### config.mk
export PLATFORM = sky130hd
export DESIGN_NAME = grid_line_square_enumerator_core
export DESIGN_NICKNAME = d
export VERILOG_FILES = /design/src/hdl/glse_pkg.sv /design/src/hdl/grid_line_square_enumerator_core.sv /design/src/hdl/glse_walker.sv
export SDC_FILE = /design/constraint.sdc
export NUM_CORES = 1
export LEC_CHECK = 0
export ABC_AREA = 1
export BUFFER_PORTS_ARGS = -buffer_cell sky130_fd_sc_hd__buf_4
export CAP_MARGIN = 20
export CORE_UTILIZATION = 38
export DETAILED_ROUTE_END_ITERATION = 8
export PLACE_DENSITY = 0.67
export REMOVE_ABC_BUFFERS = 1
export SYNTH_ARGS = -nofsm -noshare
export SYNTH_HDL_FRONTEND = slang
export SYNTH_HIERARCHICAL = 1
export SYNTH_SLANG_ARGS = --single-unit
### constraint.sdc
create_clock -name clock -period 11.5 [get_ports clock]
set_clock_uncertainty 0.2 [all_clocks]
set_input_delay 1.725 -clock clock [delete_from_list [all_inputs] [get_ports clock]]
set_output_delay 1.725 -clock clock [all_outputs]
set_load 0.005 [all_outputs]
### src/hdl/glse_pkg.sv
// Shared types and constants for the grid line square enumerator.
// Used by glse_walker and grid_line_square_enumerator_core; no dependencies.
package glse_pkg;

   localparam int COORD_BITS = 8;

   typedef logic signed [COORD_BITS-1:0] coord_type;

   // One move from a start square to an end square.
   typedef struct packed {
      coord_type start_x;
      coord_type start_y;
      coord_type end_x;
      coord_type end_y;
   } req_type;

   // One touched square of a move.
   typedef struct packed {
      coord_type square_x;
      coord_type square_y;
      logic      last_square;
      logic      too_far;
   } rsp_type;

   // Walk set-up handed from the request decode to the walker.
   typedef struct packed {
      logic                  go;
      coord_type             sx;
      coord_type             sy;
      logic [COORD_BITS:0]   ax;
      logic [COORD_BITS:0]   ay;
      logic                  gx;
      logic                  gy;
   } walk_load_type;

   // Square produced by the walker in the current cycle.
   typedef struct packed {
      logic      valid;
      coord_type x;
      coord_type y;
      logic      last;
   } walk_sq_type;

endpackage

### src/hdl/grid_line_square_enumerator_core.sv
// Top level of the grid line square enumerator: request decode, walker and
// registered result port. Depends on glse_pkg and glse_walker.
//
//   channel   ports                      direction  handshake
//   request   start, busy, req           in         taken when start & !busy
//   result    rsp_strobe, rsp            out        one square per strobe, no stall
//
// A move touching n squares keeps busy high while they are walked, one square per
// cycle from the walker's single add-and-compare unit; n is at most 3*MAX_DELTA+1.
// Each square appears on rsp in the cycle after the walker produces it.
// A move that is too long yields its one result without raising busy.
// Reset returns the block to idle; there are no stalls on the result side.
module grid_line_square_enumerator_core import glse_pkg::*; #(
   parameter int MAX_DELTA = 15
) (
   input  logic    clock,
   input  logic    reset,
   input  logic    start,
   output logic    busy,
   input  req_type req,
   output logic    rsp_strobe,
   output rsp_type rsp
);

   logic signed [COORD_BITS:0] dx;
   logic signed [COORD_BITS:0] dy;
   logic [COORD_BITS:0]        ax;
   logic [COORD_BITS:0]        ay;
   logic                       too_far;
   logic                       accept;
   logic                       walk_busy;
   walk_load_type              load;
   walk_sq_type                square;

   logic                       rsp_strobe_ff, rsp_strobe_in;
   rsp_type                    rsp_ff, rsp_in;

   assign dx = $signed({req.end_x[COORD_BITS-1], req.end_x})
             - $signed({req.start_x[COORD_BITS-1], req.start_x});
   assign dy = $signed({req.end_y[COORD_BITS-1], req.end_y})
             - $signed({req.start_y[COORD_BITS-1], req.start_y});
   assign ax = dx[COORD_BITS] ? (COORD_BITS+1)'(-dx) : (COORD_BITS+1)'(dx);
   assign ay = dy[COORD_BITS] ? (COORD_BITS+1)'(-dy) : (COORD_BITS+1)'(dy);
   assign too_far = (ax > (COORD_BITS+1)'(MAX_DELTA)) || (ay > (COORD_BITS+1)'(MAX_DELTA));

   assign busy   = walk_busy;
   assign accept = start && !walk_busy;

   assign load.go = accept && !too_far;
   assign load.sx = req.start_x;
   assign load.sy = req.start_y;
   assign load.ax = ax;
   assign load.ay = ay;
   assign load.gx = !dx[COORD_BITS] && (dx != '0);
   assign load.gy = !dy[COORD_BITS] && (dy != '0);

   glse_walker #(
      .MAX_DELTA(MAX_DELTA)
   ) u_walker (
      .clock  (clock),
      .reset  (reset),
      .load   (load),
      .busy   (walk_busy),
      .square (square)
   );

   always_comb begin
      if (accept && too_far) begin
         rsp_strobe_in      = 1'b1;
         rsp_in.square_x    = req.start_x;
         rsp_in.square_y    = req.start_y;
         rsp_in.last_square = 1'b1;
         rsp_in.too_far     = 1'b1;
      end else begin
         rsp_strobe_in      = square.valid;
         rsp_in.square_x    = square.x;
         rsp_in.square_y    = square.y;
         rsp_in.last_square = square.last;
         rsp_in.too_far     = 1'b0;
      end
   end

   always_ff @(posedge clock) begin
      if (reset) begin
         rsp_strobe_ff <= 1'b0;
      end else begin
         rsp_strobe_ff <= rsp_strobe_in;
      end
      rsp_ff <= rsp_in;
   end

   assign rsp_strobe = rsp_strobe_ff;
   assign rsp        = rsp_ff;

endmodule

### src/hdl/glse_walker.sv
// Sequencer that walks the touched squares of one move, one square a cycle,
// with a single add-and-compare unit on the doubled-x line test. Uses glse_pkg.
module glse_walker import glse_pkg::*; #(
   parameter int MAX_DELTA = 15
) (
   input  logic          clock,
   input  logic          reset,
   input  walk_load_type load,
   output logic          busy,
   output walk_sq_type   square
);

   localparam int DW = $clog2(MAX_DELTA + 1);
   localparam int AW = $clog2(MAX_DELTA * (2 * MAX_DELTA + 3) + 1) + 1;

   localparam logic ST_IDLE = 1'b0;
   localparam logic ST_WALK = 1'b1;

   logic                  state_ff, state_in;
   logic [DW-1:0]         col_ff, col_in;
   logic [DW-1:0]         row_ff, row_in;
   logic [DW-1:0]         ax_ff, ax_in;
   logic [DW-1:0]         ay_ff, ay_in;
   logic signed [AW-1:0]  lhs_ff, lhs_in;
   logic signed [AW-1:0]  rhs_ff, rhs_in;
   coord_type             pos_x_ff, pos_x_in;
   coord_type             pos_y_ff, pos_y_in;
   logic                  gx_ff, gx_in;
   logic                  gy_ff, gy_in;

   logic signed [AW-1:0]  two_ax;
   logic signed [AW-1:0]  two_ay;
   logic signed [AW-1:0]  probe;
   logic                  in_last_col;
   logic                  at_end;
   logic                  stay;

   assign two_ax = $signed(AW'({ax_ff, 1'b0}));
   assign two_ay = $signed(AW'({ay_ff, 1'b0}));

   // lhs holds ax*(2*row-1), rhs holds ay*(2*col+1): the square one row up is
   // still touched while ax*(2*row+1) does not exceed rhs.
   assign probe       = lhs_ff + two_ax;
   assign in_last_col = (col_ff == ax_ff);
   assign at_end      = in_last_col && (row_ff == ay_ff);
   assign stay        = in_last_col ? (row_ff != ay_ff) : (probe <= rhs_ff);

   assign busy          = (state_ff == ST_WALK);
   assign square.valid  = (state_ff == ST_WALK);
   assign square.x      = pos_x_ff;
   assign square.y      = pos_y_ff;
   assign square.last   = at_end;

   always_comb begin
      state_in = state_ff;
      col_in   = col_ff;
      row_in   = row_ff;
      ax_in    = ax_ff;
      ay_in    = ay_ff;
      lhs_in   = lhs_ff;
      rhs_in   = rhs_ff;
      pos_x_in = pos_x_ff;
      pos_y_in = pos_y_ff;
      gx_in    = gx_ff;
      gy_in    = gy_ff;
      unique case (state_ff)
         ST_IDLE: begin
            if (load.go) begin
               state_in = ST_WALK;
               col_in   = '0;
               row_in   = '0;
               ax_in    = load.ax[DW-1:0];
               ay_in    = load.ay[DW-1:0];
               lhs_in   = -$signed(AW'(load.ax[DW-1:0]));
               rhs_in   = $signed(AW'(load.ay[DW-1:0]));
               pos_x_in = load.sx;
               pos_y_in = load.sy;
               gx_in    = load.gx;
               gy_in    = load.gy;
            end
         end
         ST_WALK: begin
            if (at_end) begin
               state_in = ST_IDLE;
            end else if (stay) begin
               row_in   = row_ff + DW'(1);
               lhs_in   = probe;
               pos_y_in = gy_ff ? pos_y_ff + coord_type'(1) : pos_y_ff - coord_type'(1);
            end else begin
               col_in   = col_ff + DW'(1);
               rhs_in   = rhs_ff + two_ay;
               pos_x_in = gx_ff ? pos_x_ff + coord_type'(1) : pos_x_ff - coord_type'(1);
               // A crossing exactly at the corner also touches the row below.
               if (lhs_ff == rhs_ff) begin
                  row_in   = row_ff - DW'(1);
                  lhs_in   = lhs_ff - two_ax;
                  pos_y_in = gy_ff ? pos_y_ff - coord_type'(1) : pos_y_ff + coord_type'(1);
               end
            end
         end
         default: state_in = ST_IDLE;
      endcase
   end

   always_ff @(posedge clock) begin
      if (reset) begin
         state_ff <= ST_IDLE;
      end else begin
         state_ff <= state_in;
      end
      col_ff   <= col_in;
      row_ff   <= row_in;
      ax_ff    <= ax_in;
      ay_ff    <= ay_in;
      lhs_ff   <= lhs_in;
      rhs_ff   <= rhs_in;
      pos_x_ff <= pos_x_in;
      pos_y_ff <= pos_y_in;
      gx_ff    <= gx_in;
      gy_ff    <= gy_in;
   end

endmodule

==> flow_summary.yaml <==
cells_and_area:
  drive_gt1_share_pct: 13.36
  post-route-util_pct: 44.74
  area_growth_syn_to_layout_pct: 14.87
  fill_cells: 1642
  multi_input_area_um2: 3585
  final_area_um2: 7133
  num_antenna_cells: 0
  mostFrequentLayoutCell: "nand2_1"
  seq_area_um2: 2022
  nets: 979
  layout_common_cells: "nand2_1, inv_1, nand3_1"
setup_path:
  crit_arrival_ns: 5.40
  cp_max_fo: 18
  slowest_delay_ns: 0.46
  worst-path-buf-inv: 7
  required_ns: 11.34
  worst_setup_path_end_kind: "flip-flop"
  path_delay_family: "simple AND/OR/NAND/NOR gates"
  critPathSlowestCell: "fa_1"
  cp-start-kind: "input pin"
  crit_type: "in -> reg"
  crit_chain: "buf_4 > inv_1 > ha_1 > inv_1 > fa_1 > inv_1 > ha_1 > inv_1 > nor2_1 > nand3_1 > nor2_2 > nand2_1 > nand2_1 > nand2_1 > nand2_1 > nand3_1 > nor2_4 > nand2_4 > nor3_2 > nand2_1 > inv_1 > a21oi_1 > a21oi_2 > buf_8"
detailed_routing:
  drt_first_pass_iters: 5
  drt_iter0_drc: 342
  drc: 0
  drt_wl_total_mm: 14.35
  vias: 5356
  wire_per_inst_um: 12.96
  viasPerCell: 4.838
  ant_nets: 0
timing:
  drv_slew: 0
  hold_viol: 0
  clock.fmax_ghz: 0.1797
  fin_crit_sh_pct: 48.39
  grt_setup_unrepaired: "false"
  period_needed_ns: 5.565
  setup_viol: 0
  worstMarginPinSlew_ns: 0.9665
  maxSlewHeadroom_pct: 35.50
  fin_setup_tns_ns: 0
  fin_ws_ns: 5.935
synthesis:
  syn_inst: 834
  synth_warnings: 6
  synth_area_per_cell_um2: 7.446
  synth_area_um2: 6210
die:
  dieArea_um2: 16860
  fp.dieW_um: 129.8
  die_y_um: 129.8
  coreArea_um2: 15940
  row_count: 46
  start_util_pct: 38.95
  io_pins: 55
clocking:
  cts.clk_slew.worst_paths_ns: 0.06
  cts_buffers: 9
  cts_setup_buffers: 0
  cts_resized: 0
  clkSinkCount: 74
  cts_buffer_depth: 2
  cts_tree: "yes"
  hold_buffers: 0
  clkLatencyLatePin_ns: 0.34
  root_buffer: "clkbuf_16"
  htree_levels: 3
placement:
  pre_cts_ws_ns: 5.313
  hpwl_mm: 11.15
  placed_area_um2: 6823
  portBuffers: 54
  gp_congestion: 0.8683
global_route:
  grt_usage_pct: 17.81
  grt_pass1_vias: 4903
  grt_max_degree: 44
  antenna_found_initial: 0
  grt-ovfl-total: 0
  grt_pass1_wl_mm: 23.39
status:
  run_status: "completed"
pwr:
  leakage_nw: 3.561
  power.density_nw_per_um2: 105.1
  ir_drop_mv: 0.06160
flow_run:
  drv_cap: 0
min_path:
  hp-class: "reg -> reg"
==> tightest hold or removal path, stage by stage (launching register included) <==
cell and delay (ns):
edfxtp_1 0.36, nand2_1 0.06, nand2_1 0.05
==> final timing paths <==
kind,end,startpoint,slack (ns),cells after the start
worst max register to register,u_walker/row_ff[2],u_walker/lhs_ff[1],6.89,18
worst min register to register,rsp[12],u_walker/pos_x_ff[2],0.30,2
worst min-delay path,rsp[12],u_walker/pos_x_ff[2],0.30,2
worst max-delay path,u_walker/row_ff[2],req[8],5.93,24
==> state kept, by name, indices dropped and copies added, names as in the netlist <==
| register | flops |
|---|---|
| u_walker/pos_x_ff | 8 |
| u_walker/pos_y_ff | 8 |
| u_walker/row_ff | 4 |
| u_walker/ax_ff | 4 |
| rsp_strobe | 1 |
| u_walker/lhs_ff | 10 |
| u_walker/gx_ff | 1 |
| u_walker/gy_ff | 1 |
| u_walker/ay_ff | 4 |
| u_walker/busy | 1 |
| rsp | 18 |
| u_walker/rhs_ff | 10 |
| u_walker/col_ff | 4 |
==> per-stage QoR <==
stage / total power, W / hold slack (ns) / std cells
detailed placement: 0.0004728 / 0.2879 / 1090
floorplan: 0.0004237 / 0.2443 / 817
global route: 0.0007899 / 0.3283 / 1107
global placement: 0.0004705 / 0.2792 / 1090
CTS: 0.0007560 / 0.2985 / 1106
finish: 0.0007499 / 0.2976 / 1107
==> per-layer routing <==
layer / part of all wire, % / vias to the layer above / wire [um] / GRT usage, %
li1: - / 2795 / - / -
met1: 47 / 2421 / 6766 / 23.86
met2: 47 / 124 / 6690 / 29.85
met3: 4.8 / 16 / 683 / 2.501
met4: 1.4 / 0 / 207 / 5.198
met5: 0 / - / 0 / 0
==> report_power, final <==
group	switching [W]	leakage, nW	internal [W]
registers	0.00000380	0.652	0.000298
logic	0.000102	2.76	0.0000639
clock network	0.000109	0.150	0.000173
total	0.000215	3.56	0.000535
==> final cells by class <==
cell class,count,area share [%]
multi-input combinational,605,50.25
inverter,138,7.262
clock inverter,5,0.7367
timing repair buffer,58,6.209
sequential,74,28.35
clock buffer,11,3.403
tap,216,3.789
Power figures use the tool's default switching activity.
